==> config.mk <==
export PLATFORM = sky130hd
export DESIGN_NAME = bis_csr
export DESIGN_NICKNAME = d
export VERILOG_FILES = /design/src/rtl/bis_pkg.sv /design/src/rtl/bis_csr.sv
export SDC_FILE = /design/constraint.sdc
export NUM_CORES = 1
export LEC_CHECK = 0
export BUFFER_PORTS_ARGS = -buffer_cell sky130_fd_sc_hd__buf_2
export CORE_AREA = 2 2 71 73
export DETAILED_ROUTE_END_ITERATION = 16
export DIE_AREA = 0 0 73 75
export PLACE_DENSITY = 0.82
export SLEW_MARGIN = 40
export SYNTH_ARGS = -nofsm -noshare
export SYNTH_HDL_FRONTEND = slang
export SYNTH_SLANG_ARGS = --single-unit
==> constraint.sdc <==
create_clock -name clock -period 1.6 [get_ports clock]
set_input_delay 0.08 -clock clock [delete_from_list [all_inputs] [get_ports clock]]
set_output_delay 0.08 -clock clock [all_outputs]
set_load 0.01 [all_outputs]
==> src/rtl/bis_pkg.sv <==
// Package for the bilinear image scaler.
// Fixed field widths, register map, action codes and shared structs.
// No dependencies; every other file refers to it by scoped names.
package bis_pkg;

   localparam int SIZE_W     = 9;
   localparam int STEP_W     = 24;
   localparam int COORD_W    = 12;
   localparam int CHAN_W     = 8;
   localparam int PIX_W      = 3 * CHAN_W;
   localparam int CSR_ADDR_W = 4;
   localparam int CSR_DATA_W = 32;

   // register index, taken from paddr[3:2]
   localparam logic [1:0] REG_SRC_WIDTH  = 2'd0;
   localparam logic [1:0] REG_SRC_HEIGHT = 2'd1;
   localparam logic [1:0] REG_INV_STEP   = 2'd2;

   localparam logic [SIZE_W-1:0] SRC_WIDTH_RST  = 9'd256;
   localparam logic [SIZE_W-1:0] SRC_HEIGHT_RST = 9'd256;
   localparam logic [STEP_W-1:0] INV_STEP_RST   = 24'd65536;

   localparam logic ACT_WRITE   = 1'b0;
   localparam logic ACT_REQUEST = 1'b1;

   typedef struct packed {
      logic [SIZE_W-1:0] src_width;
      logic [SIZE_W-1:0] src_height;
      logic [STEP_W-1:0] inv_step;
   } cfg_type;

   typedef struct packed {
      logic valid;
      logic is_write;
      logic wen;
   } job_ctl_type;

endpackage

==> src/rtl/bis_csr.sv <==
// Configuration registers of the bilinear image scaler, APB-style access.
// Uses bis_pkg for the register map, reset values and cfg_type.
module bis_csr (
   input  logic                               clock,
   input  logic                               reset,
   input  logic                               psel,
   input  logic                               penable,
   input  logic                               pwrite,
   input  logic [bis_pkg::CSR_ADDR_W-1:0]     paddr,
   input  logic [bis_pkg::CSR_DATA_W-1:0]     pwdata,
   output logic [bis_pkg::CSR_DATA_W-1:0]     prdata,
   output logic                               pready,
   output bis_pkg::cfg_type                   cfg
);

   bis_pkg::cfg_type cfg_ff;
   logic             wr_en;
   logic [1:0]       reg_sel;

   assign pready  = 1'b1;
   assign wr_en   = psel && penable && pwrite;
   assign reg_sel = paddr[3:2];
   assign cfg     = cfg_ff;

   always_ff @(posedge clock) begin
      if (reset) begin
         cfg_ff.src_width  <= bis_pkg::SRC_WIDTH_RST;
         cfg_ff.src_height <= bis_pkg::SRC_HEIGHT_RST;
         cfg_ff.inv_step   <= bis_pkg::INV_STEP_RST;
      end else if (wr_en) begin
         case (reg_sel)
            bis_pkg::REG_SRC_WIDTH:  cfg_ff.src_width  <= pwdata[bis_pkg::SIZE_W-1:0];
            bis_pkg::REG_SRC_HEIGHT: cfg_ff.src_height <= pwdata[bis_pkg::SIZE_W-1:0];
            bis_pkg::REG_INV_STEP:   cfg_ff.inv_step   <= pwdata[bis_pkg::STEP_W-1:0];
            default: ;
         endcase
      end
   end

   always_comb begin
      case (reg_sel)
         bis_pkg::REG_SRC_WIDTH:  prdata = bis_pkg::CSR_DATA_W'(cfg_ff.src_width);
         bis_pkg::REG_SRC_HEIGHT: prdata = bis_pkg::CSR_DATA_W'(cfg_ff.src_height);
         bis_pkg::REG_INV_STEP:   prdata = bis_pkg::CSR_DATA_W'(cfg_ff.inv_step);
         default:                 prdata = '0;
      endcase
   end

endmodule

==> flow_metrics.tcl, run 1 <==
set metrics [dict create \
    synth_cell_types 18 \
    antenna_found_initial 0 \
    ff_latch_area_sq_um 841 \
    detail_route.iter0.violations 82 \
    syn_inst 226 \
    grt_max_degree 29 \
    drt_wl_total_microns 4730 \
    cp_top_family "buffers and inverters" \
    cts_setup_buffers 0 \
    gr-usage-all-layers_pct 17.5 \
    critPathCapture "prdata[17]" \
    fmax_mhz 795 \
    finalSetupViolCount 0 \
    wl_per_cell_microns 12.6 \
    coreArea_sq_um 4660 \
    first_pass_iters 4 \
    crit_slowest_cell "nor2b_2" \
    rows 25 \
    cts_buffers 5 \
    p_leak_nw 1.39 \
    crit_required_ps 1520 \
    multi_input_area_sq_um 1200 \
    cts_resized 0 \
    n_antenna_cell 0 \
    drc 0 \
    worstSetupPathDepth 5 \
    place_inst 367 \
    hold_path_class "input port to flip-flop" \
    critPathArrivalTime_ps 1180 \
    numPortBuffers 96 \
    grt_pass1_wl_microns 7420 \
    cts_hold_buf 0 \
    worstSetupPathType "input port to output pin" \
    cts_num_sinks 42 \
    cp_common_cell "buf_2" \
    worst_pin_slew_ps 563 \
    crit_buf_inv 3 \
    post-route-period-util_pct 78.6 \
    hold_viol_final 0 \
    insertion_delay_ps 290 \
    reg2reg_from "cfg[28]$_SDFFE_PP0P_" \
    initial_core_util_pct 46.3 \
    drive_above_1_share_pct 36.4 \
    worstPathCellList "buf_2 -> nor2b_2 -> buf_4 -> and2_1 -> buf_2" \
    largest_register_ffs 42 \
    cts.htree.levels 2 \
    timing.rr.end "cfg[28]$_SDFFE_PP0P_" \
    ys_seq_area_share_pct 39.0 \
    ios 116 \
    maxSlewHeadroom_pct 62.4 \
    nNetsFinal 361 \
    crit_path_start "paddr[3]" \
    report.final.slew_viol_count 0 \
    finClkSkew_ps 0 \
    setup_tns_ps 0 \
    die_y_microns 75 \
    dpl_worst_slack_ps 306 \
    syn2layout_area_growth_pct 28.0 \
    cts-root-buf "clkbuf_8" \
    power_per_cell_area_nw_per_um2 718 \
    syn_area_sq_um 2160 \
    ys_ff_latch 42 \
    die_w_microns 73 \
    cp_max_fo 15 \
    max-clock-path-buffers 2 \
    cts_tree "built" \
    ant_nets 0 \
    first_global_vias 1610 \
    avgSynthCellArea_sq_um 9.54 \
    rsz0062_at_grt "no" \
    stdcell_count 375 \
    via_count 1779 \
    max_stage_delay_ps 350 \
    peakVddDrop_mv 0.395 \
    r2r_cells 2 \
    fillCellCount 425 \
    hold_ws_ps 37.9 \
    clk_pin_slew_ps 80 \
    place_congestion 0.773 \
    cap_viol_max_count 0 \
    overflow 0 \
    final_common_cell "buf_2" \
    vias_per_cell 4.74 \
    start_kind "input port" \
    place_hpwl_microns 3560 \
    yosysWarnings 0 \
    outcome "finished, final reports clean" \
    rrSetupSlack_ps 970 \
    dieArea_sq_um 5480 \
    min_period_ps 1260 \
    end_kind "output pin" \
    timing.final.ws_setup_ps 342 \
    layout_common_cells "buf_2 (96), nand2b_1 (62), mux2i_1 (51), dfxtp_1 (42), and2_1 (15)" \
]
-- cells in the mapped netlist --
library cell   n  share of area [%]
buf_4         12                4.2
nand2b_1      62                 18
dfxtp_1       42                 39
nor3b_1        1               0.35
mux2i_1       51                 24
clkbuf_1      10                1.7
nand2_1        9                1.6
nor2b_1        1               0.29
nand3_2        1               0.46
and2_1        15                4.4
nor2_1         5               0.87
conb_1         2               0.35
nor3b_2        1               0.58
buf_6          2                1.0
o21ai_0        9                2.1
buf_2          1               0.23
nand4_4        1               0.99
or3_1          1               0.29
-- power breakdown --
part	switching, mW	internal (mW)	total [mW]
Sequential	0.00982	1.06	1.07
Clock	0.349	0.348	0.697
Combinational	0.114	0.105	0.219
-- how the worst min path moves through the flow --
stage	startpoint	endpoint	slack [ps]	cells after the start
6_report	pwdata[14]	cfg[14]$_SDFFE_PP0P_	40	3
5_1_grt	pwdata[23]	cfg[23]$_SDFFE_PP0P_	40	3
4_1_cts	pwdata[14]	cfg[14]$_SDFFE_PP0P_	30	3
3_5_place_dp	pwdata[14]	cfg[14]$_SDFFE_PP0P_	350	3
3_3_place_gp	pwdata[16]	cfg[16]$_SDFFE_PP1P_	340	3
2_1_floorplan	pwdata[10]	cfg[10]$_SDFFE_PP0P_	240	2
-- tightest hold or removal path: stages --
cell and delay [ps]:
buf_2 90, nand2b_1 50, mux2i_1 60
-- metrics by stage --
step,total power [mW],utilization [%],instance area (sq um)
finish,1.98,59.2,2760
global placement,1.31,57.3,2670
global route,2.07,59.2,2760
detailed placement,1.31,57.3,2670
CTS,2.01,59.2,2760
floorplan,1.24,-,2180
-- cells by family (layout without fill, tap and decap cells) --
kind of cell           count (synthesis)  count (layout)  share of synthesized area [%]
muxes                                 51              51                           23.7
buffers and inverters                 25             113                           7.19
and+or+nand+nor                       97              97                           27.7
other                                  2               9                          0.348
DFF                                   42              42                           39.0
AOI/OAI and AO/OA                      9               9                           2.09
-- area by class of cell --
class | instances | share of cell area [%]
Clock inverter | 1 | 0.181
Multi-Input combinational cell | 166 | 43.5
Tap cell | 54 | 2.45
Sequential cell | 42 | 30.4
Clock buffer | 7 | 3.13
Timing Repair Buffer | 105 | 20.3
-- metal layers --
metal,wire (microns),vias to the layer above,GRT usage [%]
li1,-,905,-
met2,2150,65,27.3
met3,304,7,5.49
met4,61,0,5.56
met5,0,-,0
met1,2210,802,23.3
Power figures use the tool's default switching activity.
==> inputs of run 2 (changes only) <==
--- a/config.mk
+++ b/config.mk
@@ -6,10 +6,10 @@
 export NUM_CORES = 1
 export LEC_CHECK = 0
 export BUFFER_PORTS_ARGS = -buffer_cell sky130_fd_sc_hd__buf_2
-export CORE_AREA = 2 2 71 73
+export CORE_AREA = 2 2 73 75
 export DETAILED_ROUTE_END_ITERATION = 16
-export DIE_AREA = 0 0 73 75
-export PLACE_DENSITY = 0.82
+export DIE_AREA = 0 0 75 77
+export PLACE_DENSITY = 0.78
 export SLEW_MARGIN = 40
 export SYNTH_ARGS = -nofsm -noshare
 export SYNTH_HDL_FRONTEND = slang
==> constraint.sdc (replaced) <==
create_clock -name clock -period 1.3 [get_ports clock]
set_input_delay 0.065 -clock clock [delete_from_list [all_inputs] [get_ports clock]]
set_output_delay 0.065 -clock clock [all_outputs]
set_load 0.01 [all_outputs]
==> flow_metrics.tcl, run 2 (synthesis gave the netlist of run 1 again) <==
set metrics [dict create \
    outcome "finished, final reports clean" \
    die_y_microns 77 \
    nNetsFinal 359 \
    final_common_cell "buf_2" \
    min_period_ps 1220 \
    worst_pin_slew_ps 551 \
    clk_pin_slew_ps 80 \
    largest_register_ffs 42 \
    detail_route.iter0.violations 35 \
    p_leak_nw 1.39 \
    place_inst 381 \
    cts_resized 0 \
    grt_pass1_wl_microns 7600 \
    fmax_mhz 822 \
    cap_viol_max_count 0 \
    peakVddDrop_mv 0.549 \
    die_w_microns 75 \
    ant_nets 0 \
    cts_tree "built" \
    gr-usage-all-layers_pct 16.8 \
    start_kind "flip-flop" \
    overflow 0 \
    cts_buffers 5 \
    cts_num_sinks 42 \
    cts-root-buf "clkbuf_8" \
    maxSlewHeadroom_pct 63.3 \
    report.final.slew_viol_count 0 \
    crit_required_ps 1240 \
    power_per_cell_area_nw_per_um2 922 \
    max-clock-path-buffers 2 \
    setup_tns_ps 0 \
    place_congestion 0.730 \
    layout_common_cells "buf_2 (96), nand2b_1 (62), mux2i_1 (51), dfxtp_1 (42), and2_1 (15)" \
    coreArea_sq_um 4980 \
    worstSetupPathType "flip-flop to output pin" \
    ios 116 \
    syn2layout_area_growth_pct 30.3 \
    rows 26 \
    critPathArrivalTime_ps 1150 \
    rsz0062_at_grt "no" \
    n_antenna_cell 0 \
    drt_wl_total_microns 4780 \
    via_count 1771 \
    antenna_found_initial 0 \
    drc 0 \
    hold_path_class "input port to flip-flop" \
    drive_above_1_share_pct 36.1 \
    numPortBuffers 96 \
    cts_setup_buffers 0 \
    wl_per_cell_microns 12.3 \
    insertion_delay_ps 280 \
    cp_max_fo 3 \
    finalSetupViolCount 0 \
    finClkSkew_ps 0 \
    hold_viol_final 0 \
    cts_hold_buf 0 \
    vias_per_cell 4.55 \
    grt_max_degree 68 \
    first_pass_iters 4 \
    place_hpwl_microns 3490 \
    cts.htree.levels 2 \
    first_global_vias 1656 \
    initial_core_util_pct 43.3 \
    stdcell_count 389 \
    post-route-period-util_pct 93.5 \
    dieArea_sq_um 5780 \
    end_kind "output pin" \
]
## run 2: cell count changes in the layout (fill, tap and decap cells not counted), sizes merged
cell and change:
bufinv +1, clkinvlp +1, clkinv -1, buf -2, clkbuf -1
## run 2: routing by layer
metal	share of wire [%]	global-route usage (%)	vias to the layer above
met5	0	0	-
met4	0.79	4.64	0
met3	7.1	5.39	4
met2	47	28.0	70
met1	45	20.4	795
li1	-	-	902
## run 2: cell type report
cell class / instances / area [sq um]
repair buffers: 103 / 571
clock inverters: 2 / 37.5
fillers: 477 / 2170
clock buffers: 6 / 72.6
well taps: 70 / 87.6
flip-flops and latches: 42 / 841
multi-input cells: 166 / 1200
## run 2: critical path, cell delays in order (launching register included)
cell and delay, ps:
dfxtp_1 390, mux2i_1 90, o21ai_0 210, buf_2 180
## run 2: power breakdown
group / switching, mW / internal [mW] / total [mW]
sequential: 0.0121 / 1.30 / 1.31
combinational: 0.140 / 0.133 / 0.273
clock: 0.431 / 0.573 / 1.00
## run 2: worst paths after layout
| kind | endpoint | from | slack, ps | cells past startpoint |
|---|---|---|---|---|
| worst max-delay path | prdata[2] | cfg[35]$_SDFFE_PP0P_ | 80 | 3 |
| worst min-delay path | cfg[22]$_SDFFE_PP0P_ | pwdata[22] | 30 | 3 |
| worst max register to register | cfg[35]$_SDFFE_PP0P_ | cfg[35]$_SDFFE_PP0P_ | 650 | 2 |
| worst min register to register | cfg[9]$_SDFFE_PP0P_ | cfg[9]$_SDFFE_PP0P_ | 480 | 2 |
## run 2: stage by stage
| step | hold WS, ps | area, sq um | setup slack, ps | power [mW] | util (%) |
|---|---|---|---|---|---|
| CTS | 23.4 | 2810 | 121 | 2.63 | 56.5 |
| finish | 31.0 | 2810 | 84.2 | 2.59 | 56.5 |
| detailed placement | 337 | 2700 | 52.3 | 1.62 | 54.2 |
| global route | 30.1 | 2810 | 17.3 | 2.71 | 56.5 |
| floorplan | 220 | 2180 | 421 | 1.52 | - |
| global placement | 318 | 2700 | 77.4 | 1.61 | 54.2 |
==> inputs of run 3 (changes only) <==
--- a/config.mk
+++ b/config.mk
@@ -10,6 +10,8 @@
 export DETAILED_ROUTE_END_ITERATION = 16
 export DIE_AREA = 0 0 75 77
 export PLACE_DENSITY = 0.78
+export REMOVE_ABC_BUFFERS = 1
+export SKIP_CTS_REPAIR_TIMING = 1
 export SLEW_MARGIN = 40
 export SYNTH_ARGS = -nofsm -noshare
 export SYNTH_HDL_FRONTEND = slang
==> flow_metrics.tcl, run 3 (synthesis gave the netlist of run 1 again) <==
set metrics [dict create \
    outcome "finished, final reports clean" \
    syn2layout_area_growth_pct 29.9 \
    n_antenna_cell 0 \
    reg2reg_from "cfg[38]$_SDFFE_PP0P_" \
    setup_tns_ps 0 \
    dpl_worst_slack_ps 181 \
    fmax_mhz 876 \
    antenna_found_initial 0 \
    die_y_microns 77 \
    gr-usage-all-layers_pct 17.2 \
    rrSetupSlack_ps 660 \
    timing.rr.end "cfg[38]$_SDFFE_PP0P_" \
    rows 26 \
    detail_route.iter0.violations 54 \
    dpl_cell_area_sq_um 2710 \
    drc 0 \
    cts_num_sinks 42 \
    peakVddDrop_mv 0.435 \
    timing.final.ws_setup_ps 159 \
    final_common_cell "buf_2" \
    largest_register_ffs 42 \
    min_period_ps 1140 \
    numPortBuffers 96 \
    max-clock-path-buffers 2 \
    p_leak_nw 1.40 \
    crit_required_ps 1240 \
    r2r_cells 2 \
    critPathArrivalTime_ps 1080 \
    drt_wl_total_microns 4780 \
    rsz0062_at_grt "no" \
    whs_endpoint "cfg[21]$_SDFFE_PP0P_" \
    cts-root-buf "clkbuf_8" \
    place_congestion 0.736 \
    report.final.slew_viol_count 0 \
    vias_per_cell 4.58 \
    ant_nets 0 \
    wl_per_cell_microns 12.2 \
    insertion_delay_ps 280 \
    cap_viol_max_count 0 \
    cts_tree "built" \
    hold_viol_final 0 \
    worstSetupPathType "flip-flop to output pin" \
    first_global_vias 1663 \
    first_pass_iters 5 \
    layout_common_cells "buf_2 (96), nand2b_1 (62), mux2i_1 (51), dfxtp_1 (42), and2_1 (15)" \
    finalSetupViolCount 0 \
    grt_max_degree 50 \
    place_hpwl_microns 3600 \
    hold_depth 3 \
    overflow 0 \
    hold_ws_ps 28.1 \
    initial_core_util_pct 43.3 \
    drive_above_1_share_pct 36.6 \
    end_kind "output pin" \
    ios 116 \
    dieArea_sq_um 5780 \
    final_area_sq_um 2800 \
    cts.htree.levels 2 \
    die_w_microns 75 \
    final_util_pct 56.3 \
    cp_max_fo 3 \
    holdCritStartpoint "pwdata[21]" \
    start_kind "flip-flop" \
    grt_pass1_wl_microns 7750 \
    power_per_cell_area_nw_per_um2 871 \
    post-route-period-util_pct 87.8 \
    finClkSkew_ps 0 \
    clk_pin_slew_ps 80 \
    hold_path_class "input port to flip-flop" \
    via_count 1796 \
    nNetsFinal 362 \
    cts_buffers 5 \
    coreArea_sq_um 4980 \
]
==> run 3: cell count changes in the layout (fill, tap and decap cells not counted), sizes merged <==
cell / before / now
bufinv: 1 / 0
buf: 103 / 106
clkinvlp: 1 / 0
clkbuf: 6 / 7
clkinv: 0 / 1
==> run 3: power breakdown <==
part           switching (mW)  internal [mW]
registers              0.0125           1.30
clock network           0.423          0.428
logic                   0.140          0.133
total                   0.575           1.86
==> run 3: worst max path at each step <==
stage / to / slack (ps) / start
floorplan: cfg[24]$_SDFFE_PP0P_ / -220 / pwrite
global placement: prdata[5] / 200 / paddr[3]
detailed placement: cfg[36]$_SDFFE_PP0P_ / 180 / pwrite
CTS: prdata[5] / 110 / cfg[29]$_SDFFE_PP0P_
global route: prdata[5] / 80 / cfg[29]$_SDFFE_PP0P_
finish: prdata[5] / 160 / cfg[29]$_SDFFE_PP0P_
==> run 3: through the flow <==
step,power (mW),cells
6_report,2.44,392
5_1_grt,2.56,392
4_1_cts,2.47,392
3_5_place_dp,1.62,384
3_3_place_gp,1.62,384
2_1_floorplan,1.47,208
==> run 3: worst max-delay path, cell delays in order, from the launching register on <==
cell	delay, ps
dfxtp_1	370
mux2i_1	80
o21ai_0	180
buf_2	160
==> run 3: metal layers <==
| layer | global-route usage, % | up-vias | routed length (microns) |
|---|---|---|---|
| li1 | - | 902 | - |
| met1 | 22.5 | 812 | 2230 |
| met2 | 27.3 | 76 | 2150 |
| met3 | 5.12 | 6 | 344 |
| met4 | 4.29 | 0 | 51 |
| met5 | 0 | - | 0 |
==> run 3: final cells by class <==
| class | count | area [sq um] |
|---|---|---|
| fill | 471 | 2180 |
| multi-input combinational | 166 | 1200 |
| sequential | 42 | 841 |
| timing repair buffer | 106 | 581 |
| tap | 70 | 87.6 |
| clock buffer | 7 | 86.3 |
| clock inverter | 1 | 5.00 |
